$ cat src/rtl/sctp_chk_pkg.sv
// Shared types, constants and the CRC-32C byte update for the SCTP checksum checker.
// No dependencies; every other file in rtl/ refers to this package by scoped names.
`default_nettype none

package sctp_chk_pkg;

   // Largest packet size the byte position counts to before it saturates.
   localparam int MAX_PACKET_BYTES = 2048;

   // Position counter holds 0 .. MAX_PACKET_BYTES.
   localparam int POS_W  = $clog2(MAX_PACKET_BYTES + 1);
   localparam int LEN_W  = 12;
   localparam int WIDE_W = (POS_W > LEN_W) ? POS_W : LEN_W;

   localparam logic [31:0] CRC_POLY     = 32'h82F6_3B78;
   localparam logic [31:0] CRC_ALL_ONES = 32'hFFFF_FFFF;

   // Checksum field occupies bytes SUM_FIRST .. SUM_END-1.
   localparam logic [POS_W-1:0] SUM_FIRST = POS_W'(8);
   localparam logic [POS_W-1:0] SUM_END   = POS_W'(12);
   localparam logic [POS_W-1:0] POS_MAX   = POS_W'(MAX_PACKET_BYTES);

   // Lane codes for the little-endian capture of the wire checksum.
   localparam logic [1:0] LANE_B0 = 2'd0;
   localparam logic [1:0] LANE_B1 = 2'd1;
   localparam logic [1:0] LANE_B2 = 2'd2;
   localparam logic [1:0] LANE_B3 = 2'd3;

   localparam int RSP_DATA_W = 80;

   typedef struct packed {
      logic [7:0] data_byte;
      logic       last_byte;
   } step_type;

   typedef struct packed {
      logic [LEN_W-1:0] packet_length;
      logic             too_short;
      logic             checksum_match;
      logic [31:0]      received_checksum;
      logic [31:0]      computed_checksum;
   } result_type;

   // Reflected CRC-32C, one byte: eight shift/xor steps.
   function automatic logic [31:0] crc_byte(input logic [31:0] crc, input logic [7:0] b);
      logic [31:0] c;
      c = crc ^ {24'd0, b};
      for (int k = 0; k < 8; k++) begin
         c = c[0] ? ((c >> 1) ^ CRC_POLY) : (c >> 1);
      end
      return c;
   endfunction

endpackage

`default_nettype wire

$ cat src/rtl/sctp_chk_accum.sv
// Per-packet accumulator: running CRC-32C, byte position and wire checksum capture.
// Uses sctp_chk_pkg (types, constants, crc_byte).
`default_nettype none

module sctp_chk_accum (
   input  wire logic                    clock,
   input  wire logic                    reset,
   input  wire logic                    step_en,
   input  wire sctp_chk_pkg::step_type   step,
   output      sctp_chk_pkg::result_type result
);

   logic [31:0]                    crc_ff, crc_in;
   logic [sctp_chk_pkg::POS_W-1:0] pos_ff, pos_in;
   logic [31:0]                    cap_ff, cap_in;

   logic                           in_field;
   logic [31:0]                    crc_next;
   logic [31:0]                    cap_next;
   logic [sctp_chk_pkg::POS_W-1:0] len_next;
   logic [sctp_chk_pkg::WIDE_W-1:0] len_wide;

   always_comb begin
      in_field = (pos_ff >= sctp_chk_pkg::SUM_FIRST) && (pos_ff < sctp_chk_pkg::SUM_END);

      // checksum field bytes are hashed as zero
      crc_next = sctp_chk_pkg::crc_byte(crc_ff, in_field ? 8'd0 : step.data_byte);

      cap_next = cap_ff;
      if (in_field) begin
         // bytes 8..11 map onto pos[1:0] = 0..3
         case (pos_ff[1:0])
            sctp_chk_pkg::LANE_B0: cap_next[7:0]   = step.data_byte;
            sctp_chk_pkg::LANE_B1: cap_next[15:8]  = step.data_byte;
            sctp_chk_pkg::LANE_B2: cap_next[23:16] = step.data_byte;
            sctp_chk_pkg::LANE_B3: cap_next[31:24] = step.data_byte;
            default:               cap_next = cap_ff;
         endcase
      end

      len_next = (pos_ff == sctp_chk_pkg::POS_MAX) ? pos_ff :
                 pos_ff + sctp_chk_pkg::POS_W'(1);
      len_wide = sctp_chk_pkg::WIDE_W'(len_next);

      result.computed_checksum = crc_next ^ sctp_chk_pkg::CRC_ALL_ONES;
      result.received_checksum = cap_next;
      result.too_short         = len_next < sctp_chk_pkg::SUM_END;
      result.checksum_match    = !result.too_short &&
                                 (cap_next == result.computed_checksum);
      result.packet_length     = len_wide[sctp_chk_pkg::LEN_W-1:0];

      crc_in = crc_ff;
      pos_in = pos_ff;
      cap_in = cap_ff;
      if (step_en) begin
         if (step.last_byte) begin
            crc_in = sctp_chk_pkg::CRC_ALL_ONES;
            pos_in = '0;
            cap_in = '0;
         end else begin
            crc_in = crc_next;
            pos_in = len_next;
            cap_in = cap_next;
         end
      end
   end

   always_ff @(posedge clock) begin
      if (reset) begin
         crc_ff <= sctp_chk_pkg::CRC_ALL_ONES;
         pos_ff <= '0;
         cap_ff <= '0;
      end else begin
         crc_ff <= crc_in;
         pos_ff <= pos_in;
         cap_ff <= cap_in;
      end
   end

   a_pos_bounded: assert property (@(posedge clock) disable iff (reset)
      pos_ff <= sctp_chk_pkg::POS_MAX)
      else $error("byte position beyond saturation limit");

   a_clear_after_last: assert property (@(posedge clock) disable iff (reset)
      step_en && step.last_byte |=>
         pos_ff == '0 && cap_ff == '0 && crc_ff == sctp_chk_pkg::CRC_ALL_ONES)
      else $error("state not cleared after final byte");

   a_pos_counts: assert property (@(posedge clock) disable iff (reset)
      step_en && !step.last_byte && pos_ff != sctp_chk_pkg::POS_MAX |=>
         pos_ff == $past(pos_ff) + sctp_chk_pkg::POS_W'(1))
      else $error("byte position did not advance");

endmodule

`default_nettype wire

$ cat src/rtl/sctp_chk_rsp.sv
// Result register for the SCTP checksum checker; packs a result into rsp_tdata.
// Uses sctp_chk_pkg (result_type, RSP_DATA_W).
`default_nettype none

module sctp_chk_rsp (
   input  wire logic                                 clock,
   input  wire logic                                 reset,
   input  wire logic                                 load,
   input  wire sctp_chk_pkg::result_type              load_data,
   output      logic                                 slot_free,
   output      logic                                 rsp_tvalid,
   input  wire logic                                 rsp_tready,
   output      logic [sctp_chk_pkg::RSP_DATA_W-1:0]  rsp_tdata
);

   logic                     vld_ff, vld_in;
   sctp_chk_pkg::result_type res_ff, res_in;

   always_comb begin
      slot_free = !vld_ff || rsp_tready;
      vld_in    = load ? 1'b1 : (vld_ff && !rsp_tready);
      res_in    = load ? load_data : res_ff;
   end

   always_ff @(posedge clock) begin
      if (reset) begin
         vld_ff <= 1'b0;
      end else begin
         vld_ff <= vld_in;
      end
   end

   always_ff @(posedge clock) begin
      res_ff <= res_in;
   end

   assign rsp_tvalid = vld_ff;
   assign rsp_tdata  = {2'b00, res_ff.packet_length, res_ff.too_short,
                        res_ff.checksum_match, res_ff.received_checksum,
                        res_ff.computed_checksum};

endmodule

`default_nettype wire

$ cat src/rtl/sctp_packet_checksum_check.sv
// SCTP packet checksum checker. One packet byte enters per req transaction, in wire
// order, with req_tlast on the final byte. The block runs a reflected CRC-32C
// (poly 0x82F63B78, preset and final xor all ones) over the packet with bytes 8..11
// hashed as zero, and captures those four bytes little-endian as the wire checksum.
// The final byte of a packet produces exactly one rsp transaction carrying the
// computed checksum (its low byte belongs in packet byte 8), the wire checksum,
// a match flag, a too-short flag (packet under 12 bytes; match is then 0) and the
// packet length, saturated at sctp_chk_pkg::MAX_PACKET_BYTES. Other bytes produce
// no result. Throughput is one byte per clock, except while a final byte waits: the
// byte sits in an input register, a single byte-wide CRC update runs between it and
// the per-packet state, and the result lands in an output register, which loads as
// the final byte leaves the input register and drives rsp_tvalid. Only a final byte
// waits on a full output register; ordinary bytes keep flowing while a result is
// held for the consumer.
// Depends on sctp_chk_pkg, sctp_chk_accum and sctp_chk_rsp.
`default_nettype none

module sctp_packet_checksum_check (
   input  wire logic         clock,
   input  wire logic         reset,
   // request: one packet byte per transaction
   input  wire logic         req_tvalid,
   output      logic         req_tready,
   input  wire logic [7:0]   req_tdata,   // [7:0] data_byte
   input  wire logic         req_tlast,   // last_byte
   // response: one per packet
   output      logic         rsp_tvalid,
   input  wire logic         rsp_tready,
   output      logic [79:0]  rsp_tdata    // [31:0] computed_checksum,
                                          // [63:32] received_checksum,
                                          // [64] checksum_match, [65] too_short,
                                          // [77:66] packet_length, [79:78] zero
);

   // input register
   logic                   in_vld_ff, in_vld_in;
   sctp_chk_pkg::step_type in_step_ff, in_step_in;

   logic                     advance;
   logic                     slot_free;
   logic                     load;
   sctp_chk_pkg::result_type result;

   always_comb begin
      // a final byte needs a free output slot; other bytes always move on
      advance    = in_vld_ff && (!in_step_ff.last_byte || slot_free);
      load       = advance && in_step_ff.last_byte;
      req_tready = !in_vld_ff || advance;

      in_vld_in  = req_tready ? req_tvalid : in_vld_ff;
      in_step_in = in_step_ff;
      if (req_tready && req_tvalid) begin
         in_step_in.data_byte = req_tdata;
         in_step_in.last_byte = req_tlast;
      end
   end

   always_ff @(posedge clock) begin
      if (reset) begin
         in_vld_ff <= 1'b0;
      end else begin
         in_vld_ff <= in_vld_in;
      end
   end

   always_ff @(posedge clock) begin
      in_step_ff <= in_step_in;
   end

   sctp_chk_accum u_accum (
      .clock   (clock),
      .reset   (reset),
      .step_en (advance),
      .step    (in_step_ff),
      .result  (result)
   );

   sctp_chk_rsp u_rsp (
      .clock      (clock),
      .reset      (reset),
      .load       (load),
      .load_data  (result),
      .slot_free  (slot_free),
      .rsp_tvalid (rsp_tvalid),
      .rsp_tready (rsp_tready),
      .rsp_tdata  (rsp_tdata)
   );

   // never overwrite a result the consumer has not taken
   a_no_overwrite: assert property (@(posedge clock) disable iff (reset)
      !(load && rsp_tvalid && !rsp_tready))
      else $error("result register overwritten while held");

   // a stalled result stays put until taken
   a_rsp_hold: assert property (@(posedge clock) disable iff (reset)
      rsp_tvalid && !rsp_tready |=> rsp_tvalid && $stable(rsp_tdata))
      else $error("rsp transaction changed while stalled");

   // only a final byte can hold off the request side
   a_req_flow: assert property (@(posedge clock) disable iff (reset)
      !in_vld_ff || !in_step_ff.last_byte |-> req_tready)
      else $error("req_tready low without a waiting final byte");

endmodule

`default_nettype wire
$ cat config.mk
export PLATFORM = sky130hd
export DESIGN_NAME = sctp_packet_checksum_check
export DESIGN_NICKNAME = d
export VERILOG_FILES = /design/src/rtl/sctp_chk_pkg.sv /design/src/rtl/sctp_chk_accum.sv /design/src/rtl/sctp_chk_rsp.sv /design/src/rtl/sctp_packet_checksum_check.sv
export SDC_FILE = /design/constraint.sdc
export NUM_CORES = 1
export LEC_CHECK = 0
export BUFFER_PORTS_ARGS = -buffer_cell sky130_fd_sc_hd__buf_4
export CORE_MARGIN = 2
export CORE_UTILIZATION = 63
export DETAILED_ROUTE_END_ITERATION = 16
export PLACE_DENSITY = 0.85
export SYNTH_ARGS = -nofsm -noshare
export SYNTH_HDL_FRONTEND = slang
export SYNTH_HIERARCHICAL = 1
export SYNTH_SLANG_ARGS = --single-unit
export TNS_END_PERCENT = 100
$ cat constraint.sdc
create_clock -name clock -period 8.5 [get_ports clock]
set_input_delay 0.85 -clock clock [delete_from_list [all_inputs] [get_ports clock]]
set_output_delay 0.85 -clock clock [all_outputs]
set_load 0.01 [all_outputs]
==> impl_results.md, run 1 <==
* Status: finished, final reports clean
* Pin count of the biggest net entering global routing at 80
* Setup TNS at 0 ns
* First-pass GRT wire length at 28,800 microns
* Area grow syn2layout at 17.9%
* Flops & latches, synth at approximately 170
* Fill cells at 796
* H-tree lvl count at 4
* DP Wirelength at 12,600 microns
* Max Transition Viols Final at 0
* Most frequently used flop master after synthesis: edfxtp_1
* Clock Sinks at between 150 and 200
* Die H at 116 microns
* Antenna violations before repair at 0
* Synthesis Warnings at 6
* Core area at 12,100 sq um
* DIE AREA at 13,400 sq um
* Row cnt at 40
* WS Path Type: reg -> reg
* Cell Pwr Density at between 200 and 300 nW/um^2
* Post-Syn Instances at 659
* Top-Level Pins at between 90 and 100
* Initial Util at about two thirds
* Num CTS Buffers at 17
* Resized Gates After CTS at 0
* Crit. End Element: flop
* Endpoints failing setup at 0
* Post-synth cell types at 52
* Register area share after synthesis at about 53%
* Worst setup margin at 4.10 ns
* DRT Pass-1 Iters at 5
* Clock Path Buffers at 2
* Synth area leader: edfxtp_1
* Async set-reset flop share out of synthesis at 0%
* Die Wd at approximately 120 microns
* Skew final at 0.00886 ns
* Yosys top cell area share at about 33%
* Peak Freq at 0.227 GHz
* Sequential Area at 4170 sq um
* Overall routing resource usage at 29.1%
* Syn_area_per_cell at 12.0 sq um
* Number of port buffers at 92
* Max-cap violations at 0
* Mapped cell area at 7880 sq um
* CTS root buf: clkbuf_16
* Hold Buf Count CTS at 0
* Wire per inst at 20.2 microns
* Worst Path Required at 8.78 ns
* Vias at 5,412
* RSZ-0062 raised after global routing: no
* Final min period at around 4.4 ns
* DR iter-0 viols at 692
* Pre-CTS setup slack at 4.18 ns
* Period utilization at between 50% and 60%
* Post-synth EDFFs at 87
* CTS tree: built
* Synth top area cells: edfxtp_1, dfxtp_1, xnor2_1
* Ant. Diodes at 0
* DR DRC count at 0
* Data arrival, critical path at 4.68 ns
* Clock-pin slew on the worst setup and hold paths at 0.07 ns
* Global route overflow at 0
* Routability congestion estimate at 0.951
* Vias per std cell at 5.90
* Rel. slew slack at 28.6%
* Type of the tightest min-delay check: reg -> reg
* Fin. Hold Viols at 0
* Clk Latency, worst-skew pair at 0.44 ns
* Multi-input gate area at between 3000 and 4000 sq um
* Final net count at 754
* DRT Wirelength at 18,600 microns
* Number of global-route vias before repair at 5,234
* Worst Max-Slew Pin Slew at 1.07 ns
* Remaining antenna violation count after routing at 0
* Crit start category: flop
* Crit-path max FO at 13
* IR Drop Worst-Case VDD at approximately 0.15 mV
* Postcts setup bufs at 0
* Leakage power at 3.72 nW
* Share of layout cells above drive strength 1 at 27.3%
[cell usage in the layout, fill, tap and decap left out, types with 5 or more instances in the layout]
master and instances:
mux2_2 30, nand2b_1 8, o21ai_0 7, nor3_1 7
dfxtp_1 78, xor2_1 34, inv_1 18, clkbuf_16 17
nand4_1 6, a21oi_1 29, buf_4 98, xnor2_1 68
edfxtp_1 87, nand3_1 5, or2_2 26, nor2_1 81
xnor3_1 18, o22ai_1 7, nand2_1 12, a22oi_1 43
[cell usage after synthesis (2+ instances only)]
master,n
a21oi_1,29
a21oi_2,2
a22oi_1,43
and2_1,2
buf_2,5
buf_4,4
buf_6,2
clkbuf_1,29
dfxtp_1,78
edfxtp_1,87
ha_1,4
inv_1,18
mux2_2,30
mux2i_1,4
nand2_1,12
nand2b_1,8
nand3_1,5
nand4_1,6
nand4b_1,2
nor2_1,82
nor3_1,7
nor4_1,3
o21ai_0,7
o22ai_1,7
o31a_1,3
o31ai_1,3
o31ai_4,2
or2_2,26
or4_1,4
xnor2_1,68
xnor3_1,18
xor2_1,34
xor2_2,4
xor3_1,3
[state kept, by name (all words and copies together) (netlist names)]
signal,flops
u_rsp/rsp_tvalid,1
in_step_ff,9
u_accum/pos_ff,12
in_vld_ff,1
u_accum/cap_ff,32
u_rsp/rsp_tdata,78
u_accum/crc_ff,32
[path summary, 6_finish.rpt]
path / cells past startpoint / from / slack [ns] / end
hold / removal: 2 / u_accum/crc_ff[17] / 0.51 / u_accum/crc_ff[17]
setup reg to reg: 10 / u_accum/pos_ff[2] / 4.10 / u_rsp/rsp_tdata[64]
hold reg to reg: 2 / u_accum/crc_ff[17] / 0.51 / u_accum/crc_ff[17]
setup / recovery: 10 / u_accum/pos_ff[2] / 4.10 / u_rsp/rsp_tdata[64]
[per-layer routing]
metal | wire length, microns | GRT usage [%] | up-vias
met1 | 7730 | 39.6 | 2609
met4 | 517 | 11.3 | 0
met5 | 0 | 0 | -
li1 | - | - | 2465
met2 | 8820 | 46.0 | 292
met3 | 1500 | 6.22 | 46
[worst max-delay path, stage by stage, from the launching register on]
cell and delay, ns:
dfxtp_1 0.39, or4_1 0.79, o31ai_1 0.39, xor2_1 0.18
buf_4 0.25, xnor3_1 0.57, xor2_1 0.42, xnor2_1 0.24
nand4b_1 0.20, or4_1 0.59, nor4_2 0.21
[stage by stage]
step / instance area (sq um) / hold WS, ns / util, % / cells / total power, mW
after floorplan: 7880 / 0.458 / - / 660 / 1.44
after global placement: 8660 / 0.470 / 71.5 / 886 / 1.63
after detailed placement: 8660 / 0.497 / 71.5 / 886 / 1.64
after CTS: 9290 / 0.517 / 76.7 / 918 / 2.45
after global routing: 9290 / 0.543 / 76.7 / 918 / 2.53
final: 9290 / 0.514 / 76.7 / 918 / 2.46
[where the power goes]
part           internal [mW]  switching, mW
sequential             0.915         0.0286
clock                  0.493          0.320
combinational          0.303          0.396
total                   1.71          0.744
[final cells by class]
class	count	area share, %
tap	168	2.26
clock buffer	17	4.58
inverter	19	0.768
sequential	165	44.9
clock inverter	15	2.21
multi-input combinational	436	37.3
timing repair buffer	98	7.92
[logic make-up after synthesis]
| kind of cell | after synthesis | share of synthesized area, % |
|---|---|---|
| flops | 165 | 53.0 |
| fa+ha+maj | 4 | 0.635 |
| mux | 34 | 4.80 |
| buf+inv | 59 | 3.27 |
| compound gates | 101 | 8.86 |
| simple gates | 166 | 10.6 |
| other cells | 1 | 0.0476 |
| xor+xnor | 129 | 18.8 |
Power figures use the tool's default switching activity.
==> run 2: changes to the inputs <==
CORE_UTILIZATION = 53   (was 63)
PLACE_DENSITY = 0.77   (was 0.85)
clock period = 3.6 ns   (was 8.5 ns; I/O delays follow)
==> impl_results.md, run 2 (synthesis gave the netlist of run 1 again) <==
* Status: finished with violations
* Failing checks: setup timing
* Sw Share at 29.9% (-0.44 points)
* Finished Layout Cells at 1,028 (+12%)
* Initial Util at 54.2% (-11 points)
* Clk Latency, worst-skew pair at 0.43 ns (about the same)
* DR iter-0 viols at 659 (-4.8%)
* Tot Pwr at 6.64 mW (+170%)
* DRT Pass-1 Iters at 5 (unchanged)
* Worst setup margin at -0.0991 ns (-4.20 ns)
* Cells along the critical path: or4_4 -> buf_6 -> o31a_1 -> xnor2_2 -> buf_4 -> buf_4 -> xnor2_2 -> xnor3_2 -> xnor2_2 -> nand2_1 -> or4_4 -> nor4_4
* Fin. Hold Viols at 0 (unchanged)
* Clock-pin slew on the worst setup and hold paths at 0.06 ns (about the same)
* H-tree lvl count at 4 (unchanged)
* Rel. slew slack at 29.7% (+1.1 points)
* Clock Path Buffers at 2 (unchanged)
* DIE AREA at 15,900 sq um (+18%)
* Crit. End Element: flop
* First-pass GRT wire length at 31,500 microns (+9.7%)
* Post-layout util at 70.9% (-5.8 points)
* Multi-input gate area at 3690 sq um (+6.5%)
* Vias at 5,852 (+8.1%)
* Pre-CTS setup slack at -0.0682 ns (-4.25 ns)
* Leakage power at 4.32 nW (+16%)
* Final min period at 3.70 ns (-0.704 ns)
* Num CTS Buffers at 17 (unchanged)
* Final net count at 848 (+12%)
* Number of global-route vias before repair at 5,685 (+8.6%)
* Remaining antenna violation count after routing at 0 (unchanged)
* Hold wc startpoint: req_tdata[4]
* Sequential Area at 4170 sq um (unchanged)
* Sequential share of power at 33.5% (-4.9 points)
* Endpoints failing setup at 1 (+1)
* DR DRC count at 0 (unchanged)
* Top-Level Pins at 95 (unchanged)
* WS Path Type: reg -> reg
* Worst Max-Slew Pin Slew at 1.05 ns (-0.0163 ns)
* Reg2reg start: u_accum/pos_ff[2]
* Switch Pwr at 1.98 mW (+170%)
* Number of flip-flops in the largest register at 78 (unchanged)
* Most common cell after layout, fill and taps aside: buf_4
* CTS tree: built
* Max incr delay on CP at 0.54 ns (-0.25 ns)
* Crit-path most repeated cell: xnor2_2
* Crit-path slowest cell: or4_4
* Type of the tightest min-delay check: in -> reg
* IR Drop Worst-Case VDD at 0.385 mV (+150%)
* Pin count of the biggest net entering global routing at 80 (unchanged)
* DP Wirelength at 14,300 microns (+14%)
* Max-cap violations at 0 (unchanged)
* Die Wd at 126 microns (+8.7%)
* Logic pwr share at 36.4% (+7.9 points)
* Worst Path Required at 3.86 ns (-4.92 ns)
* Clock Sinks at 165 (unchanged)
* Antenna violations before repair at 1 (+1)
* CTS root buf: clkbuf_16
* Worst setup startpoint: u_accum/pos_ff[2]
* Ant. Diodes at 0 (unchanged)
* RSZ-0062 raised after global routing: yes
* Fill cells at 1,017 (+28%)
* Share of layout cells above drive strength 1 at 38.4% (+11 points)
* Placed insts at 980 (+11%)
* Die H at 126 microns (+8.7%)
* Crit start category: flop
* Skew final at 0.00996 ns (+0.00110 ns)
* Internal power at 4.66 mW (+170%)
* DRT Wirelength at 20,600 microns (+11%)
* Vias per std cell at 5.69 (-3.4%)
* Most frequent cells in the layout: buf_4, edfxtp_1, nor2_1
* Number of port buffers at 92 (unchanged)
* Period utilization at 103% (+51 points)
* Overall routing resource usage at 26.1% (-3.0 points)
* Row cnt at 44 (+10%)
* Peak Freq at 0.270 GHz (+19%)
* Cell Pwr Density at 644 nW/um^2 (+140%)
* Data arrival, critical path at 3.96 ns (-0.72 ns)
* Crit-path max FO at 5 (-8)
* Clock power share at 30.1% (-3.0 points)
* Routability congestion estimate at 0.944 (-0.73%)
* Core area at 14,500 sq um (+20%)
* Max Transition Viols Final at 0 (unchanged)
* Wire per inst at 20.1 microns (-0.77%)
* Area grow syn2layout at 30.8%
* Global route overflow at 0 (unchanged)
==> run 2: final timing paths <==
check,end,slack (ns),cells past startpoint
max reg2reg,u_rsp/rsp_tdata[64],-0.1,12
min reg2reg,u_accum/crc_ff[17],0.52,2
max,u_rsp/rsp_tdata[64],-0.1,12
min,in_step_ff[5],0.11,1
==> run 2: area by class of cell <==
class                      count  share of cell area [%]
multi-input combinational    436                    35.8
inverter                      19                   0.692
sequential                   165                    40.5
timing repair buffer         192                    14.4
tap                          184                    2.23
clock inverter                13                    2.12
clock buffer                  19                    4.20
==> run 2: power by group through the flow <==
stage | registers [mW] | clock network (mW) | logic [mW]
after CTS | 2.22 | 2.03 | 2.32
after global routing | 2.24 | 2.09 | 2.54
final | 2.23 | 2.00 | 2.41
after detailed placement | 2.26 | 0 | 2.15
after floorplan | 2.27 | 0 | 1.17
after global placement | 2.26 | 0 | 2.14
==> run 2: what timing repair did <==
item / in CTS / in global routing
resized for setup: 13 / 11
hold endpoints to repair: 0 / 0
buffers inserted: 10 / 5
pin swaps: 11 / 16
gates cloned: 0 / 1
hold buffers: 0 / 0
setup endpoints to repair: 1 / 3
==> run 2: stage by stage <==
| step | TNS, ns | hold slack (ns) | cell area [sq um] |
|---|---|---|---|
| after detailed placement | -0.0682 | 0.498 | 9370 |
| after CTS | 0 | 0.0888 | 10200 |
| after global placement | -0.00416 | 0.485 | 9370 |
| after global routing | -0.192 | 0.0943 | 10300 |
| final | -0.0991 | 0.107 | 10300 |
| after floorplan | 0 | 0.422 | 7970 |
==> run 2: per-layer routing <==
| metal | vias up | part of all wire (%) | global-route usage [%] |
|---|---|---|---|
| met2 | 276 | 46 | 39.8 |
| met5 | - | 0.063 | 0 |
| met1 | 2866 | 43 | 36.1 |
| met4 | 2 | 4.1 | 13.1 |
| met3 | 61 | 6.4 | 4.84 |
| li1 | 2647 | - | - |
==> run 2: critical path: cells and delay by family, from the launching register on <==
| family | cells | cell delay, ns |
|---|---|---|
| compound gates | 1 | 0.36 |
| xor+xnor | 4 | 1.00 |
| buf+inv | 3 | 0.44 |
| flops | 1 | 0.31 |
| simple gates | 4 | 1.43 |
